$ cat config.mk
export PLATFORM = sky130hd
export DESIGN_NAME = qtrs_term
export DESIGN_NICKNAME = d
export VERILOG_FILES = /design/src/hw/rtl/qtrs_pkg.sv /design/src/hw/rtl/qtrs_term.sv
export SDC_FILE = /design/constraint.sdc
export NUM_CORES = 1
export LEC_CHECK = 0
export ABC_CLOCK_PERIOD_IN_PS = 12720
export CORE_AREA = 2 2 349 351
export DETAILED_ROUTE_END_ITERATION = 16
export DIE_AREA = 0 0 351 353
export DONT_BUFFER_PORTS = 1
export PLACE_DENSITY = 0.42
export SYNTH_ARGS = -nofsm -noshare
export SYNTH_HDL_FRONTEND = slang
export SYNTH_SLANG_ARGS = --single-unit
export TNS_END_PERCENT = 20
$ cat constraint.sdc
create_clock -name clock -period 12.72 [get_ports clock]
set_input_delay 0.636 -clock clock [delete_from_list [all_inputs] [get_ports clock]]
set_output_delay 0.636 -clock clock [all_outputs]
set_load 0.05 [all_outputs]
$ cat src/hw/rtl/qtrs_pkg.sv
// qtrs_pkg: shared types, widths and arithmetic helpers for the quaternion TRS matrix pipeline.
// No dependencies. Used by every module in hw/rtl.
package qtrs_pkg;

   localparam int unsigned PosW   = 32;  // Q16.16
   localparam int unsigned QuatW  = 16;  // Q1.15
   localparam int unsigned ScaleW = 16;  // Q8.8
   localparam int unsigned ProdW  = 32;  // Q2.30 quaternion product
   localparam int unsigned TermW  = 34;  // Q2.30 rotation term, with headroom
   localparam int unsigned WideW  = 50;  // term times scale, Q.38
   localparam int unsigned FracDrop = 22;
   localparam int unsigned EntryW = 32;  // Q16.16 matrix entry

   localparam logic signed [TermW-1:0] OneQ230 = 34'sd1073741824;

   typedef struct packed {
      logic signed [PosW-1:0] x;
      logic signed [PosW-1:0] y;
      logic signed [PosW-1:0] z;
   } pos_type;

   typedef struct packed {
      logic signed [QuatW-1:0] w;
      logic signed [QuatW-1:0] x;
      logic signed [QuatW-1:0] y;
      logic signed [QuatW-1:0] z;
   } quat_type;

   typedef struct packed {
      logic signed [ScaleW-1:0] x;
      logic signed [ScaleW-1:0] y;
      logic signed [ScaleW-1:0] z;
   } scale_type;

   // request as taken from the input ports
   typedef struct packed {
      pos_type   pos;
      quat_type  quat;
      scale_type scale;
   } req_type;

   typedef struct packed {
      logic signed [ProdW-1:0] xx;
      logic signed [ProdW-1:0] yy;
      logic signed [ProdW-1:0] zz;
      logic signed [ProdW-1:0] xy;
      logic signed [ProdW-1:0] xz;
      logic signed [ProdW-1:0] yz;
      logic signed [ProdW-1:0] wx;
      logic signed [ProdW-1:0] wy;
      logic signed [ProdW-1:0] wz;
   } prod_type;

   typedef struct packed {
      pos_type   pos;
      scale_type scale;
      prod_type  prod;
   } stage1_type;

   typedef struct packed {
      logic signed [TermW-1:0] t00;
      logic signed [TermW-1:0] t01;
      logic signed [TermW-1:0] t02;
      logic signed [TermW-1:0] t10;
      logic signed [TermW-1:0] t11;
      logic signed [TermW-1:0] t12;
      logic signed [TermW-1:0] t20;
      logic signed [TermW-1:0] t21;
      logic signed [TermW-1:0] t22;
   } term_type;

   typedef struct packed {
      pos_type   pos;
      scale_type scale;
      term_type  term;
   } stage2_type;

   typedef struct packed {
      logic signed [WideW-1:0] p00;
      logic signed [WideW-1:0] p01;
      logic signed [WideW-1:0] p02;
      logic signed [WideW-1:0] p10;
      logic signed [WideW-1:0] p11;
      logic signed [WideW-1:0] p12;
      logic signed [WideW-1:0] p20;
      logic signed [WideW-1:0] p21;
      logic signed [WideW-1:0] p22;
   } wide_type;

   typedef struct packed {
      pos_type  pos;
      wide_type wide;
   } stage3_type;

   typedef struct packed {
      logic signed [EntryW-1:0] m00;
      logic signed [EntryW-1:0] m01;
      logic signed [EntryW-1:0] m02;
      logic signed [EntryW-1:0] m10;
      logic signed [EntryW-1:0] m11;
      logic signed [EntryW-1:0] m12;
      logic signed [EntryW-1:0] m20;
      logic signed [EntryW-1:0] m21;
      logic signed [EntryW-1:0] m22;
   } mat_type;

   typedef struct packed {
      pos_type pos;
      mat_type mat;
   } rsp_type;

   // Q1.15 x Q1.15 -> Q2.30, exact
   function automatic logic signed [ProdW-1:0] mul_q15(input logic signed [QuatW-1:0] a,
                                                       input logic signed [QuatW-1:0] b);
      logic signed [ProdW-1:0] ea;
      logic signed [ProdW-1:0] eb;
      ea = {{(ProdW-QuatW){a[QuatW-1]}}, a};
      eb = {{(ProdW-QuatW){b[QuatW-1]}}, b};
      return ea * eb;
   endfunction

   function automatic logic signed [TermW-1:0] ext_prod(input logic signed [ProdW-1:0] a);
      return {{(TermW-ProdW){a[ProdW-1]}}, a};
   endfunction

   // 1 - 2(a + b)
   function automatic logic signed [TermW-1:0] diag_term(input logic signed [ProdW-1:0] a,
                                                         input logic signed [ProdW-1:0] b);
      logic signed [TermW-1:0] s;
      s = ext_prod(a) + ext_prod(b);
      return OneQ230 - (s <<< 1);
   endfunction

   // 2(a + b)
   function automatic logic signed [TermW-1:0] sum_term(input logic signed [ProdW-1:0] a,
                                                        input logic signed [ProdW-1:0] b);
      logic signed [TermW-1:0] s;
      s = ext_prod(a) + ext_prod(b);
      return s <<< 1;
   endfunction

   // 2(a - b)
   function automatic logic signed [TermW-1:0] diff_term(input logic signed [ProdW-1:0] a,
                                                         input logic signed [ProdW-1:0] b);
      logic signed [TermW-1:0] s;
      s = ext_prod(a) - ext_prod(b);
      return s <<< 1;
   endfunction

   // Q2.30 term x Q8.8 scale -> Q.38, exact
   function automatic logic signed [WideW-1:0] mul_scale(input logic signed [TermW-1:0] t,
                                                         input logic signed [ScaleW-1:0] s);
      logic signed [WideW-1:0] et;
      logic signed [WideW-1:0] es;
      et = {{(WideW-TermW){t[TermW-1]}}, t};
      es = {{(WideW-ScaleW){s[ScaleW-1]}}, s};
      return et * es;
   endfunction

   // Drop 22 fraction bits rounding to minus infinity, then clamp to 32 bits.
   // |term| <= 2^32 and |scale| <= 2^15 keep the shifted value within 28 bits,
   // so the clamp reduces to a sign extension.
   function automatic logic signed [EntryW-1:0] to_entry(input logic signed [WideW-1:0] p);
      return {{(EntryW-(WideW-FracDrop)){p[WideW-1]}}, p[WideW-1:FracDrop]};
   endfunction

endpackage

$ cat src/hw/rtl/qtrs_term.sv
// qtrs_term: pipeline stage 2, rotation matrix terms in Q2.30 from the products.
// Depends on qtrs_pkg.
module qtrs_term (
   input  logic                 clock,
   input  logic                 reset,
   input  logic                 in_valid,
   output logic                 in_ready,
   input  qtrs_pkg::stage1_type in_data,
   output logic                 out_valid,
   input  logic                 out_ready,
   output qtrs_pkg::stage2_type out_data
);

   logic                 valid_ff;
   logic                 valid_in;
   qtrs_pkg::stage2_type data_ff;
   qtrs_pkg::stage2_type data_in;
   qtrs_pkg::prod_type   p;

   assign in_ready = !valid_ff || out_ready;
   assign valid_in = in_ready ? in_valid : valid_ff;
   assign p        = in_data.prod;

   // column c, row r -> t<c><r>
   always_comb begin
      data_in.pos      = in_data.pos;
      data_in.scale    = in_data.scale;
      data_in.term.t00 = qtrs_pkg::diag_term(p.yy, p.zz);
      data_in.term.t01 = qtrs_pkg::sum_term(p.xy, p.wz);
      data_in.term.t02 = qtrs_pkg::diff_term(p.xz, p.wy);
      data_in.term.t10 = qtrs_pkg::diff_term(p.xy, p.wz);
      data_in.term.t11 = qtrs_pkg::diag_term(p.xx, p.zz);
      data_in.term.t12 = qtrs_pkg::sum_term(p.yz, p.wx);
      data_in.term.t20 = qtrs_pkg::sum_term(p.xz, p.wy);
      data_in.term.t21 = qtrs_pkg::diff_term(p.yz, p.wx);
      data_in.term.t22 = qtrs_pkg::diag_term(p.xx, p.yy);
   end

   always_ff @(posedge clock) begin
      if (reset) begin
         valid_ff <= 1'b0;
      end else begin
         valid_ff <= valid_in;
      end
   end

   always_ff @(posedge clock) begin
      if (in_valid && in_ready) begin
         data_ff <= data_in;
      end
   end

   assign out_valid = valid_ff;
   assign out_data  = data_ff;

endmodule

==> results of run 1 <==
[cell type report]
type	instances	area (um2)
Inverter	215	807
Sequential cell	439	13200
Multi-Input combinational cell	2182	15800
Clock buffer	63	1450
Fill cell	12600	86700
Tap cell	1625	2030
Clock inverter	43	430
Antenna cell	14	35.0
Timing Repair Buffer	21	180
[cell usage after synthesis, types with 10 or more instances]
cell type / instances / area share, %
or3_1: 31 / 0.64
mux2i_1: 10 / 0.33
nand2_1: 136 / 1.7
o21a_1: 44 / 1.1
edfxtp_1: 438 / 44
xor2_1: 95 / 2.8
a21oi_1: 234 / 3.9
a21o_1: 70 / 1.7
and2_1: 19 / 0.39
nand3_1: 46 / 0.76
o31ai_1: 16 / 0.40
clkbuf_1: 76 / 0.95
nand4_1: 21 / 0.44
or2_2: 14 / 0.29
o22ai_1: 10 / 0.21
nor2_1: 272 / 3.4
ha_1: 291 / 12
a221oi_1: 10 / 0.29
nor3_1: 84 / 1.4
o2111ai_1: 10 / 0.29
o21ai_0: 101 / 1.7
nand2b_1: 46 / 0.95
and3_1: 20 / 0.41
a31oi_1: 12 / 0.25
xnor2_1: 214 / 6.2
buf_4: 13 / 0.32
nor2b_1: 36 / 0.75
a21boi_0: 11 / 0.27
inv_1: 215 / 2.7
o211ai_1: 21 / 0.52
nor4_1: 20 / 0.41
a211oi_1: 35 / 0.87
o21bai_1: 57 / 1.4
[metrics by stage]
| stage | worst slack (ps) | cells | util, % | power (W) |
|---|---|---|---|---|
| CTS | 8300 | 4588 | 28.1 | 0.00525 |
| finish | 8240 | 4602 | 28.1 | 0.00517 |
| global route | 7990 | 4595 | 28.1 | 0.00542 |
| global placement | 7540 | 4473 | 26.4 | 0.00357 |
| detailed placement | 7610 | 4473 | 26.4 | 0.00356 |
| floorplan | 827 | 2938 | - | 0.00325 |
[power by group]
group / leakage [nW] / switching [W] / internal, W
Clock: 0.891 / 0.000711 / 0.000932
Sequential: 4.25 / 0.000671 / 0.00184
Combinational: 7.67 / 0.000635 / 0.000391
Total: 12.8 / 0.00202 / 0.00316
[routing by layer]
layer	vias to the layer above	routed length, um	global-route usage [%]
li1	10700	-	-
met1	10500	42600	19.3
met2	748	60100	33.0
met3	176	11100	6.42
met4	10	4350	6.34
met5	-	66	0
[final timing paths]
check	to	slack, ps	cells after the start
worst max-delay path	out_data[305]	8240	14
worst min-delay path	out_data[408]	70	0
worst max register to register	out_data[130]	8890	5
worst min register to register	out_valid	1040	3
[cell families after synthesis]
logic type / share of synthesized area, %
compound gates: 16.5
xor+xnor: 8.97
fa+ha+maj: 12.7
buf+inv: 4.18
flops: 43.7
mux: 0.369
other cells: 0.0124
simple gates: 13.6
[timing repair]
item / CTS / global route
resized for setup: 0 / 0
hold buffers: 9 / 0
hold endpoints to repair: 9 / 0
setup buffers: 0 / 0
[state kept, by name (all words and copies together), names as in the netlist]
signal	cells
out_data	438
out_valid	1
==> results.py, run 1 <==
metrics = {
    "sta": {
        "worst_pin_slew_ps": 948,
        "min_period_ps": 4480,
        "finalHoldWorstSlack_ps": 69.6,
        "setup_tns_ps": 0,
        "rsz0062_at_grt": "false",
        "hold_viol": 0,
        "setup_viol": 0,
        "period_share_pct": 35.2,
        "fin_skew_ps": 14.7,
        "slew_violations": 0,
        "max_slew_margin_pct": 35.2,
        "max_freq_mhz": 223,
    },
    "floorplan": {
        "coreArea_um2": 121000,
        "dieHeight_um": 353,
        "core.rowCount": 128,
        "io_pins": 888,
        "die_x_um": 351,
        "die_area_um2": 124000,
        "initial_utilization_pct": 25.0,
    },
    "critical_path": {
        "max_stage_delay_ps": 710,
        "crit_path_cell_trace": "ha_1 -> inv_1 -> fa_1 -> nand3b_1 -> a211oi_1 -> nor3_1 -> o31ai_1 -> xor2_1 -> or4_1 -> nor4_4 -> nand2_1 -> o41ai_2 -> o21ai_1 -> xnor2_1",
        "worstReg2RegStart": "out_valid",
        "cp_num_buf_inv": 1,
        "crit_required_ps": 13100,
        "critPathTopFamily": "simple AND/OR/NAND/NOR gates",
        "critPathLaunchType": "input port",
        "arrival_ps": 4870,
        "startpoint": "in_data[192]",
        "cp_slowest_cell": "a211oi_1",
        "path_class": "in2reg",
        "end_kind": "register",
        "critPathMaxFanout": 4,
    },
    "clock_network": {
        "cts_tree": "built",
        "cts-root-buf": "clkbuf_16",
        "path_clk_slew_ps": 70,
        "h-tree-depth": 2,
        "cts_max_path_buffers": 3,
        "cts_made_buffers": 57,
        "cts.sink_count": 439,
        "clock_latency_ps": 650,
    },
    "routing": {
        "first_pass_iters": 5,
        "viasPerCell": 4.81,
        "vias": 22100,
        "drt_iter0_markers": 1472,
        "drc_errors": 0,
        "wire_per_inst_um": 25.7,
        "routed_wl_um": 118000,
        "ant_nets": 0,
    },
    "grt": {
        "grt_pass1_vias": 21300,
        "grtUsageTotal_pct": 18.2,
        "grt.overflow.total": 0,
        "antenna_found_initial": 40,
        "grt_pass1_wl_um": 162000,
        "grt_max_degree": 70,
    },
    "layout": {
        "syn_to_final_growth_pct": 12.3,
        "stdcell_area_um2": 33900,
        "layout_common_cells": "438 x edfxtp_1, 291 x ha_1, 272 x nor2_1, 234 x a21oi_1, 215 x inv_1",
        "num-nets-final": 3652,
        "layout_commonest_cell": "edfxtp_1",
        "layout-drive-gt1-share_pct": 5.80,
    },
    "yosys": {
        "syn_area_um2": 30200,
        "synth_warnings": 0,
        "netlist_instances": 2930,
        "ys_ff_latch": 439,
        "synth.distinct_cells": 105,
        "yosysSeqAreaShare_pct": 43.7,
        "ys_async_sr_fraction_pct": 0,
        "ys.flop_type": "edfxtp_1",
        "postSynthAreaPerCell_um2": 10.3,
        "synth_edf_count": 438,
    },
    "power": {
        "power_density_nw_per_um2": 153,
        "ir_worst_vdd_uv": 122,
        "p_leak_nw": 12.8,
    },
    "worst_hold_path": {
        "hp-start": "in_data[390]",
        "hp-class": "in2reg",
    },
    "placement": {
        "place_congestion": 0.911,
        "port_buffers": 0,
        "dpl_cell_area_um2": 31900,
        "dp.final_hpwl_um": 99200,
    },
    "outcome": {
        "outcome": "finished, final reports clean",
    },
    "flow_run": {
        "cap_violations": 0,
    },
}
Note: power is estimated with default switching activity, not from simulation.
==> run 2: changes to the inputs <==
ABC_CLOCK_PERIOD_IN_PS = 4500   (was 12720)
clock period = 4.5 ns   (was 12.72 ns; I/O delays follow)
==> run 2 against run 1 <==
Clock skew is 20 ps higher. Worst hold slack got worse by 10 ps. Setup slack lost 7900 ps. Highest routed layer unchanged.
==> results.py, run 2 (synthesis gave the netlist of run 1 again) <==
metrics = {
    "outcome": {
        "outcome": "finished, final reports clean",
    },
    "grt": {
        "grtUsageTotal_pct": 18.7,
        "grt_pass1_vias": 22700,
        "antenna_found_initial": 16,
        "grt_pass1_wl_um": 169000,
        "grt_max_degree": 120,
        "grt.overflow.total": 0,
    },
    "clock_network": {
        "cts-root-buf": "clkbuf_16",
        "cts_tree": "built",
        "cts_made_buffers": 56,
        "cts.sink_count": 439,
        "cts_max_path_buffers": 3,
        "h-tree-depth": 2,
        "path_clk_slew_ps": 60,
        "clock_latency_ps": 680,
    },
    "routing": {
        "route.met3.wl_um": 12100,
        "drc_errors": 0,
        "ant_nets": 0,
        "highest_layer": "met5",
        "wire_per_inst_um": 25.1,
        "drt_iter0_markers": 1488,
        "vias": 23200,
        "met2_length_um": 61100,
        "first_pass_iters": 5,
        "viasPerCell": 4.80,
        "met1_length_um": 44400,
        "routed_wl_um": 121000,
    },
    "sta": {
        "setup_tns_ps": 0,
        "min_period_ps": 4190,
        "rsz0062_at_grt": "false",
        "max_slew_margin_pct": 36.3,
        "setup_viol": 0,
        "max_freq_mhz": 239,
        "finalHoldWorstSlack_ps": 59.3,
        "hold_viol": 0,
        "slew_violations": 0,
        "setup_ws_ps": 314,
        "fin_skew_ps": 35.0,
        "worst_pin_slew_ps": 958,
        "period_share_pct": 93.0,
    },
    "critical_path": {
        "reg2reg_setup_slack_ps": 1920,
        "arrival_ps": 4590,
        "rr_worst_depth": 3,
        "worstReg2RegStart": "out_valid",
        "timing.rr.end": "out_data[437]",
        "critPathMaxFanout": 4,
        "crit_required_ps": 4910,
        "path_class": "in2reg",
        "critPathLaunchType": "input port",
        "end_kind": "register",
    },
    "power": {
        "power_w": 0.0151,
        "p_leak_nw": 13.9,
        "power_density_nw_per_um2": 416,
        "ir_worst_vdd_uv": 302,
    },
    "flow_run": {
        "cap_violations": 0,
    },
    "worst_hold_path": {
        "holdPathStages": 2,
        "hp-start": "in_data[157]",
        "min_to": "out_data[234]",
        "hp-class": "in2reg",
    },
    "placement": {
        "dpl_cell_area_um2": 32100,
        "place_congestion": 0.912,
        "dp.final_hpwl_um": 99200,
        "port_buffers": 0,
        "pre_cts_slack_ps": 188,
    },
    "layout": {
        "syn_to_final_growth_pct": 20.6,
        "layout_commonest_cell": "edfxtp_1",
        "stdcell_area_um2": 36400,
        "layout_common_cells": "438 x edfxtp_1, 291 x ha_1, 272 x nor2_1, 234 x a21oi_1, 224 x dlygate4sd3_1",
        "num-nets-final": 3896,
        "largest_register_ffs": 438,
        "fillCellCount": 12400,
        "layout-drive-gt1-share_pct": 6.27,
    },
    "floorplan": {
        "io_pins": 888,
        "coreArea_um2": 121000,
        "initial_utilization_pct": 25.0,
        "core.rowCount": 128,
        "dieHeight_um": 353,
        "die_x_um": 351,
        "die_area_um2": 124000,
    },
}
-- run 2: area by class of cell --
class	count	area, um2	area share, %
multi-input cells	2182	15800	43.3
flip-flops and latches	439	13200	36.2
repair buffers	266	2610	7.17
well taps	1625	2030	5.59
clock buffers	62	1420	3.91
inverters	215	807	2.22
clock inverters	44	554	1.52
diodes	7	17.5	0.0481
-- run 2: worst max-delay path: stages --
cell,delay (ps)
dlygate4sd3_1,570
ha_1,200
inv_1,60
fa_1,410
nand3b_1,230
a211oi_1,290
buf_4,190
nor3_1,60
o31ai_2,270
xor2_1,120
or4_1,620
nor4_4,430
nand2_1,230
o41ai_2,380
o21ai_1,150
xnor2_1,160
-- run 2: how the worst max path moves through the flow --
| stage | from | end | depth (start not counted) |
|---|---|---|---|
| 2_1_floorplan | out_valid | out_data[100] | 2 |
| 6_report | in_data[224] | out_data[305] | 16 |
| 3_3_place_gp | in_data[192] | out_data[305] | 15 |
| 4_1_cts | in_data[224] | out_data[305] | 16 |
| 5_1_grt | in_data[224] | out_data[305] | 16 |
| 3_5_place_dp | in_data[192] | out_data[305] | 15 |
-- run 2: through the flow --
stage,std cells,utilization [%]
final,4840,30.2
after global routing,4840,30.2
after CTS,4831,30.1
after detailed placement,4501,26.6
after global placement,4501,26.6
after floorplan,2938,-
-- run 2: power by group --
| part | switching [W] | internal, W | leakage (nW) |
|---|---|---|---|
| combinational | 0.00183 | 0.00129 | 8.76 |
| clock | 0.00207 | 0.00283 | 0.936 |
| sequential | 0.00192 | 0.00518 | 4.25 |
-- run 2: what timing repair did --
item                       4_1_cts  5_1_grt
hold endpoints to repair       204        0
buffers inserted                 0        2
resized for setup                0        1
setup endpoints to repair        0        1
hold buffers                   224        0
-- run 2: routing by layer --
| metal | track usage, % | up-vias |
|---|---|---|
| li1 | - | 11100 |
| met1 | 19.9 | 11200 |
| met2 | 33.4 | 774 |
| met3 | 7.60 | 143 |
| met4 | 5.56 | 8 |
| met5 | 0 | - |
